<file path="src/design/npms_pkg.sv">
// Shared types, constants and codes for the nearest-pair momentum subtraction core.
package npms_pkg;

   localparam int DefMaxParticles = 32;
   localparam int DefMaxThermals  = 32;
   localparam int MaxResults      = 64;
   localparam int ResCntW         = $clog2(MaxResults + 1);
   localparam int PiQ             = 12868;
   localparam int TwoPiQ          = 25736;
   localparam int DistW           = 33;
   localparam logic [DistW-1:0] MaxDistReset = 33'd1048576;

   localparam logic [1:0] OpLoadParticle = 2'd0;
   localparam logic [1:0] OpLoadThermal  = 2'd1;
   localparam logic [1:0] OpRun          = 2'd2;
   localparam logic [1:0] OpUnused       = 2'd3;

   localparam logic [1:0] KindParticle = 2'd0;
   localparam logic [1:0] KindThermal  = 2'd1;
   localparam logic [1:0] KindNone     = 2'd2;

   localparam logic [1:0] SelScan = 2'd0;
   localparam logic [1:0] SelBest = 2'd1;
   localparam logic [1:0] SelEmit = 2'd2;

   typedef struct packed {
      logic [31:0]        pt;
      logic [31:0]        mx;
      logic signed [14:0] az;
      logic signed [15:0] rap;
      logic [31:0]        species;
   } item_type;

   typedef struct packed {
      logic [1:0]         kind;
      logic [31:0]        species;
      logic [31:0]        pt;
      logic [31:0]        mx;
      logic signed [14:0] az;
      logic signed [15:0] rap;
      logic               overflow;
      logic               last;
   } result_type;

   typedef struct packed {
      logic       load_p;
      logic       load_t;
      logic       run_start;
      logic       round_start;
      logic       scan_issue;
      logic [1:0] addr_sel;
      logic       apply_wr;
      logic       emit_start;
      logic       emit_take;
      logic       emit_final;
   } cmd_type;

   typedef struct packed {
      logic no_pairs;
      logic scan_last;
      logic pipe_empty;
      logic best_ok;
      logic emit_done;
      logic survivor;
      logic held_valid;
      logic out_free;
   } status_type;

endpackage

</file>
<file path="src/design/npms_ctrl.sv">
// Controller: sequences loads, search rounds, pair updates and result emission.
module npms_ctrl (
   input  logic                 clock,
   input  logic                 reset,
   input  logic                 req_tvalid,
   output logic                 req_tready,
   input  logic [1:0]           req_op,
   input  npms_pkg::status_type status,
   output npms_pkg::cmd_type    cmd
);

   localparam logic [3:0] StIdle    = 4'd0;
   localparam logic [3:0] StRound   = 4'd1;
   localparam logic [3:0] StScan    = 4'd2;
   localparam logic [3:0] StDrain   = 4'd3;
   localparam logic [3:0] StApplyRd = 4'd4;
   localparam logic [3:0] StApplyWr = 4'd5;
   localparam logic [3:0] StEmitRd  = 4'd6;
   localparam logic [3:0] StEmitChk = 4'd7;
   localparam logic [3:0] StEmitFin = 4'd8;

   logic [3:0] state_ff, state_in;
   logic       accept;

   assign req_tready = (state_ff == StIdle);
   assign accept     = req_tvalid && req_tready;

   always_comb begin
      state_in = state_ff;
      cmd      = '0;
      cmd.addr_sel = npms_pkg::SelEmit;
      unique case (state_ff)
         StIdle: begin
            if (accept) begin
               cmd.load_p    = req_op == npms_pkg::OpLoadParticle;
               cmd.load_t    = req_op == npms_pkg::OpLoadThermal;
               cmd.run_start = req_op == npms_pkg::OpRun;
               if (req_op == npms_pkg::OpRun) begin
                  state_in = StRound;
               end
            end
         end
         StRound: begin
            cmd.round_start = 1'b1;
            if (status.no_pairs) begin
               cmd.emit_start = 1'b1;
               state_in       = StEmitRd;
            end else begin
               state_in = StScan;
            end
         end
         StScan: begin
            cmd.addr_sel   = npms_pkg::SelScan;
            cmd.scan_issue = 1'b1;
            if (status.scan_last) begin
               state_in = StDrain;
            end
         end
         StDrain: begin
            cmd.addr_sel = npms_pkg::SelBest;
            if (status.pipe_empty) begin
               if (status.best_ok) begin
                  state_in = StApplyRd;
               end else begin
                  cmd.emit_start = 1'b1;
                  state_in       = StEmitRd;
               end
            end
         end
         StApplyRd: begin
            cmd.addr_sel = npms_pkg::SelBest;
            state_in     = StApplyWr;
         end
         StApplyWr: begin
            cmd.addr_sel = npms_pkg::SelBest;
            cmd.apply_wr = 1'b1;
            state_in     = StRound;
         end
         StEmitRd: begin
            state_in = status.emit_done ? StEmitFin : StEmitChk;
         end
         StEmitChk: begin
            // hold while a survivor needs the busy result register
            if (!(status.survivor && status.held_valid) || status.out_free) begin
               cmd.emit_take = 1'b1;
               state_in      = StEmitRd;
            end
         end
         StEmitFin: begin
            if (status.out_free) begin
               cmd.emit_final = 1'b1;
               state_in       = StIdle;
            end
         end
         default: begin
            state_in = StIdle;
         end
      endcase
   end

   always_ff @(posedge clock) begin
      if (reset) begin
         state_ff <= StIdle;
      end else begin
         state_ff <= state_in;
      end
   end

endmodule

</file>
<file path="config.mk">
export PLATFORM = sky130hd
export DESIGN_NAME = npms_ctrl
export DESIGN_NICKNAME = d
export VERILOG_FILES = /design/src/design/npms_pkg.sv /design/src/design/npms_ctrl.sv
export SDC_FILE = /design/constraint.sdc
export NUM_CORES = 1
export LEC_CHECK = 0
export BUFFER_PORTS_ARGS = -buffer_cell sky130_fd_sc_hd__buf_2
export CELL_PAD_IN_SITES_DETAIL_PLACEMENT = 1
export CELL_PAD_IN_SITES_GLOBAL_PLACEMENT = 1
export CORE_MARGIN = 2
export CORE_UTILIZATION = 29
export DETAILED_ROUTE_END_ITERATION = 8
export PLACE_DENSITY_LB_ADDON = 0.1
export SYNTH_ARGS = -nofsm -noshare
export SYNTH_HDL_FRONTEND = slang
export SYNTH_SLANG_ARGS = --single-unit
</file>
<file path="constraint.sdc">
create_clock -name clock -period 1.9 [get_ports clock]
set_input_delay 0.57 -clock clock [delete_from_list [all_inputs] [get_ports clock]]
set_output_delay 0.57 -clock clock [all_outputs]
set_load 0.01 [all_outputs]
</file>
* After elaboration in Yosys (flattened, before gate mapping)
Index checks and enable logic that the tools add are counted.
** Storage, ports and cells
- Register bits after elaboration :: 4
- Bits of input ports :: 13
** Cells by class
- Equal/unequal tests :: 16
- Multiplexer cells :: 24
- Reductions and logical operators :: 8
** Operators by type and width (count)
- one-hot mux 4 bit (9 select lines) :: 1
- 2-to-1 mux 4 bit :: 7
- == test 4 x 3 -> 1 bit, second input constant :: 4
- 2-to-1 mux 1 bit :: 10
- 2-to-1 mux 3 bit :: 3
- == test 4 x 2 -> 1 bit, second input constant :: 2
- != test 2 bit, second input constant :: 4
- AND reduction 6 bit :: 1
- == test 4 x 1 -> 1 bit, second input constant :: 1
- == test 4 bit, second input constant :: 1
- logical NOT 4 bit :: 1
- != test 2 x 1 -> 1 bit, second input constant :: 2
- one-hot mux 2 bit (2 select lines) :: 1
- OR reduction 3 bit :: 1
- == test 2 x 1 -> 1 bit, second input constant :: 1
- == test 2 bit, second input constant :: 1
- logical AND 1 bit :: 2
- logical NOT 2 bit :: 1
- 2-to-1 mux 2 bit :: 1
- one-hot mux 1 bit (2 select lines) :: 1
- logical NOT 1 bit :: 1
- logical OR 1 bit :: 1

* Longest topological paths before layout
Gate-level depths: netlist (run 1).
- Depth in word-level cells :: 5
- Depth in mapped cells :: 5

* Worst setup path before layout (run 1)
No wires, ideal clock.
- Kind :: reg2out
- Start :: register state_ff[0]
- End :: output port cmd[8] (netlist bit)
- Data arrival time :: 1326 ps
- Path slack :: 4 ps
- Stages on the path, launching flop included :: 5
- Buffers on the path :: 0
- Cells stage by stage :: dfxtp_1 or3_4 nor2_2 nand2_1 nor3b_1
** RTL lines
- from (decl) :: RTL line npms_ctrl.sv:22 : logic [3:0] state_ff, state_in;
- from (signal assigned) :: RTL line npms_ctrl.sv:103 : state_ff <= StIdle;
- from (signal assigned) :: RTL line npms_ctrl.sv:105 : state_ff <= state_in;
- to (decl) :: RTL line npms_ctrl.sv:9 : output npms_pkg::cmd_type cmd

==> metrics.cfg, run 1 <==
[flow_run]
drv_cap=0

[worst_setup_path]
worstPathArrival_ps=1420
crit_type=reg2out
crit_required_ps=1330
start_kind=flop
cp_max_fo=3
end_kind=primary output

[finish]
final_cells=112
fin_area_um2=743.2
num-nets-final=111
largest_register=state_ff
fin_util=0.4877
drive_gt1_frac=0.5938
syn_to_final_growth_pct=57.14
largestRegisters=state_ff x4
largest_reg_flops=4
diodes=0

[clock_tree]
cts.clk_slew.worst_paths_ps=30
clkSinkCount=4
cts-root-buf=clkbuf_4
cts_tree=yes
clk_path_buf_depth=2
numCtsBuffers=3
cts.htree.levels=1
cts_hold_buf=0
insertion_delay_ps=230

[detailed_routing]
drc=0
vias_per_cell=5.241
dr.pass1.iters=2
first_iter_violations=6
totalWireLength_um=1486
wl_per_cell_um=13.27
top_layer=met4
drtAntennaViolNets=0
vias=587
wl_met1_um=580
wl_met2_um=797
wl_met3_um=78

[synth]
yosysWarningCount=0
synth_top_cell_by_area=dfxtp_1
synth_edf_count=0
ys_types=32
seq_area_frac_synth=0.1693
synthTopCellsByArea=dfxtp_1 17%, nor2b_1 6.6%, mux2i_1 6.3%
ys_top_cells_by_count=7 x nor2_1, 5 x nor2b_1
yosysTopAreaCellShare=0.1693
yosysMostFrequentCell=nor2_1
synth_seq_cells=4
ys.flop_type=dfxtp_1
synth.avg_cell_area_um2=8.016
synth_nets=72
netlist_area_um2=473.0
synthArstFlopShare=0
syn_inst=59

[timing]
final.setup_skew_ps=1.623
fin_crit_sh=1.045
worst_slack_ps=-86.07
fmax_mhz=503.5
fin_tns_setup_ps=-202.0
report.final.setup_viol=3
period_minus_slack_ps=1986
slew_violations=0
relSlewSlack=0.8128
hold_viol_final=0
worstMarginPinSlew_ps=278.3
grt_setup_unrepaired=true

[global_routing]
grt_pass1_vias=539
grt_pass1_wl_um=2166
antenna_found_initial=0
globalRouteOverflowTotal=0
groute.usage.overall=0.1507
grt_max_degree=14

[floorplan]
dieArea_um2=1970
fp.coreArea_um2=1524
ios=25
die_h_um=44.39
rows=14
start_util=0.3103
die_width_um=44.39

[run_status]
violations=setup timing
outcome=finished, violations left

[pwr]
ir_drop_v=0.0008385
p_leak_nw=0.3464
power_density_nw_per_um2=1265
total_power_mw=0.9399

[place]
place_area_um2=626.9
gp_congestion=0.7459
portBuffers=24
placed_cells=101
dp_hpwl_um=1131

[min_path]
hold_class=in2reg

-- power breakdown --
part           internal (mW)  switching (mW)  total (mW)
Combinational          0.376           0.333       0.709
Clock                 0.0705          0.0331       0.104
Sequential             0.110          0.0171       0.127
Total                  0.557           0.383       0.940
-- layout by cell type (no fill, tap or decap), drive strengths merged, types with 2 or more instances in the layout --
master  netlist  final
buf           3     38
nand3b        2      2
nor3b         3      3
nand2         4      4
nor3          4      4
nor2          8      8
clkbuf        1      3
nand4b        2      2
mux2i         3      3
o32ai         2      2
o21ai         2      2
dfxtp         4      4
nor2b         5      5
a21oi         4      4
-- final timing paths --
kind | to | startpoint | slack [ps] | depth (start not counted)
setup / recovery | cmd[8] | state_ff[1]$_SDFFE_PP0P_ | -90 | 5
hold / removal | state_ff[3]$_SDFFE_PP0P_ | reset | 560 | 2
hold reg to reg | state_ff[3]$_SDFFE_PP0P_ | state_ff[3]$_SDFFE_PP0P_ | 600 | 2
setup reg to reg | state_ff[0]$_SDFFE_PP0P_ | state_ff[1]$_SDFFE_PP0P_ | 310 | 7
-- per-stage QoR --
stage | worst slack (ps) | hold WS, ps
after floorplan | 3.631 | 561.8
after global placement | 138.9 | 666.3
after detailed placement | 81.43 | 680.3
after CTS | -95.74 | 556.1
after global routing | -175.7 | 581.1
final | -86.07 | 558.6
-- layout make-up --
class	count	area [um2]
clock buffer	3	22.52
sequential	4	83.83
fill	211	780.7
timing repair buffer	38	232.7
tap	16	20.02
multi-input combinational	51	384.1
-- logic make-up after synthesis --
group	share of synthesized area
DFF	0.1693
muxes	0.06349
AOI/OAI and AO/OA	0.1852
and+or+nand+nor	0.5159
buffers and inverters	0.06612
-- worst max-delay path: stages (launching register included) --
cell     delay, ps
dfxtp_2        320
or3_4          380
nor2_4         100
nand2_2         80
nor3b_2        150
buf_2          150
-- per-layer routing --
metal  up-vias  track usage
met1       275       0.1613
li1        294            -
met5         -            0
met4         0      0.03636
met3         2      0.05306
met2        16       0.2794
-- timing repair --
action | in CTS | in global routing
gates resized for setup | 6 | 5
buffers inserted | 0 | 8
pin swaps | 1 | 3
endpoints found under the setup margin | 7 | 8
gates cloned | 0 | 0
Power figures use the tool's default switching activity.
==> inputs of run 2 (changes only) <==
- BUFFER_PORTS_ARGS: -buffer_cell sky130_fd_sc_hd__buf_2 -> -buffer_cell sky130_fd_sc_hd__buf_4
==> metrics.cfg, run 2 (synthesis results as in run 1) <==
[worst_setup_path]
end_kind=primary output  ; unchanged
crit_required_ps=1330  ; about the same
crit_type=reg2out  ; unchanged
start_kind=flop  ; unchanged
reg2reg_depth=5  ; was 7
cp_max_fo=3  ; unchanged
worstPathArrival_ps=1430  ; was 1420 ps

[global_routing]
grt_max_degree=13  ; was 14
grt_pass1_wl_um=2194  ; was 2166 um
grt_pass1_vias=539  ; unchanged
antenna_found_initial=0  ; unchanged
groute.usage.overall=0.1493  ; was 0.1507
globalRouteOverflowTotal=0  ; unchanged

[finish]
fin_util=0.5082  ; was 0.4877
drive_gt1_frac=0.5889  ; was 0.5938
final_cells=106  ; was 112
final_cell_mix=30 x buf_4, 6 x nor2_1, 4 x a21oi_1  ; was 24 x buf_2, 12 x buf_4, 7 x nor2_1, 4 x a21oi_1
num-nets-final=105  ; was 111
largestRegisters=state_ff x4  ; unchanged
fillers=197  ; was 211
syn_to_final_growth_pct=63.76  ; was 57.14%
diodes=0  ; unchanged
layout_commonest_cell=buf_4  ; was buf_2
fin_area_um2=774.5  ; was 743.2 um2
largest_reg_flops=4  ; unchanged
largest_register=state_ff  ; unchanged

[detailed_routing]
drc=0  ; unchanged
wl_per_cell_um=12.75  ; was 13.27 um
first_iter_violations=7  ; was 6
vias_per_cell=5.085  ; was 5.241
vias=539  ; was 587
totalWireLength_um=1351  ; was 1486 um
drtAntennaViolNets=0  ; unchanged
dr.pass1.iters=4  ; was 2

[floorplan]
start_util=0.3103  ; unchanged
die_h_um=44.39  ; unchanged
ios=25  ; unchanged
dieArea_um2=1970  ; unchanged
die_width_um=44.39  ; unchanged
fp.coreArea_um2=1524  ; unchanged
rows=14  ; unchanged

[timing]
period_minus_slack_ps=1999  ; was 1986 ps
report.final.setup_viol=3  ; unchanged
fmax_mhz=500.2  ; was 503.5 MHz
relSlewSlack=0.8240  ; was 0.8128
fin_tns_setup_ps=-237.7  ; was -202.0 ps
slew_violations=0  ; unchanged
final.setup_skew_ps=5.341  ; was 1.623 ps
hold_ws_ps=530.6  ; was 558.6 ps
worst_slack_ps=-99.09  ; was -86.07 ps
fin_crit_sh=1.052  ; was 1.045
grt_setup_unrepaired=true  ; unchanged
hold_viol_final=0  ; unchanged
worstMarginPinSlew_ps=261.5  ; was 278.3 ps

[clock_tree]
insertion_delay_ps=240  ; was 230 ps
cts_hold_buf=0  ; unchanged
cts.clk_slew.worst_paths_ps=40  ; was 30 ps
cts-root-buf=clkbuf_4  ; unchanged
cts.htree.levels=1  ; unchanged
cts_tree=yes  ; unchanged
clkSinkCount=4  ; unchanged
numCtsBuffers=3  ; unchanged
clk_path_buf_depth=2  ; unchanged

[run_status]
outcome=finished, violations left  ; unchanged
violations=setup timing  ; unchanged

[flow_run]
drv_cap=0  ; unchanged

[place]
place_area_um2=694.4  ; was 626.9 um2
portBuffers=24  ; unchanged
pre_cts_ws_ps=105.1  ; was 81.43 ps
gp_congestion=0.7409  ; was 0.7459
placed_cells=102  ; was 101
dp_hpwl_um=1016  ; was 1131 um

[min_path]
hold_class=in2reg  ; unchanged
whs_path_depth=2  ; unchanged

[pwr]
p_leak_nw=0.3355  ; was 0.3464 nW
total_power_mw=0.9360  ; was 0.9399 mW
ir_drop_v=0.0007917  ; was 0.0008385 V
power_density_nw_per_um2=1209  ; was 1265 nW/um2

-- run 2: worst paths after layout --
kind | from | to | slack [ps]
max | state_ff[0]$_SDFFE_PP0P_ | cmd[8] | -100
min | reset | state_ff[3]$_SDFFE_PP0P_ | 530
max reg2reg | state_ff[0]$_SDFFE_PP0P_ | state_ff[2]$_SDFFE_PP0P_ | 420
min reg2reg | state_ff[1]$_SDFFE_PP0P_ | state_ff[0]$_SDFFE_PP0P_ | 690
-- run 2: repair_timing --
| item | in CTS | in global routing |
|---|---|---|
| endpoints found under the setup margin | 5 | 9 |
| pin swaps | 2 | 0 |
| buffers inserted | 1 | 0 |
| cloned | 0 | 0 |
| resized for setup | 5 | 10 |
-- run 2: layout make-up --
class,count,area (um2),area share
multi-input combinational,51,396.6,0.5121
timing repair buffer,32,251.5,0.3247
sequential,4,83.83,0.1082
clock buffer,3,22.52,0.02908
tap,16,20.02,0.02585
-- run 2: routing by layer --
metal,track usage,vias up,share of wire
li1,-,278,-
met1,0.1695,248,0.44
met2,0.2765,13,0.52
met3,0.04898,0,0.042
met4,0.01818,0,0
met5,0,-,0
-- run 2: critical path, cell delays in order, from the launching register on --
cell and delay, ps:
dfxtp_1 310, or3_4 400, nor2_4 100, nand2_2 80, nor3b_2 160, buf_4 140
-- run 2: power by group --
group / internal (mW) / switching (mW) / leakage [nW]
Combinational: 0.371 / 0.334 / 0.288
Clock: 0.0707 / 0.0353 / 0.0138
Sequential: 0.110 / 0.0156 / 0.0340
Total: 0.551 / 0.385 / 0.335
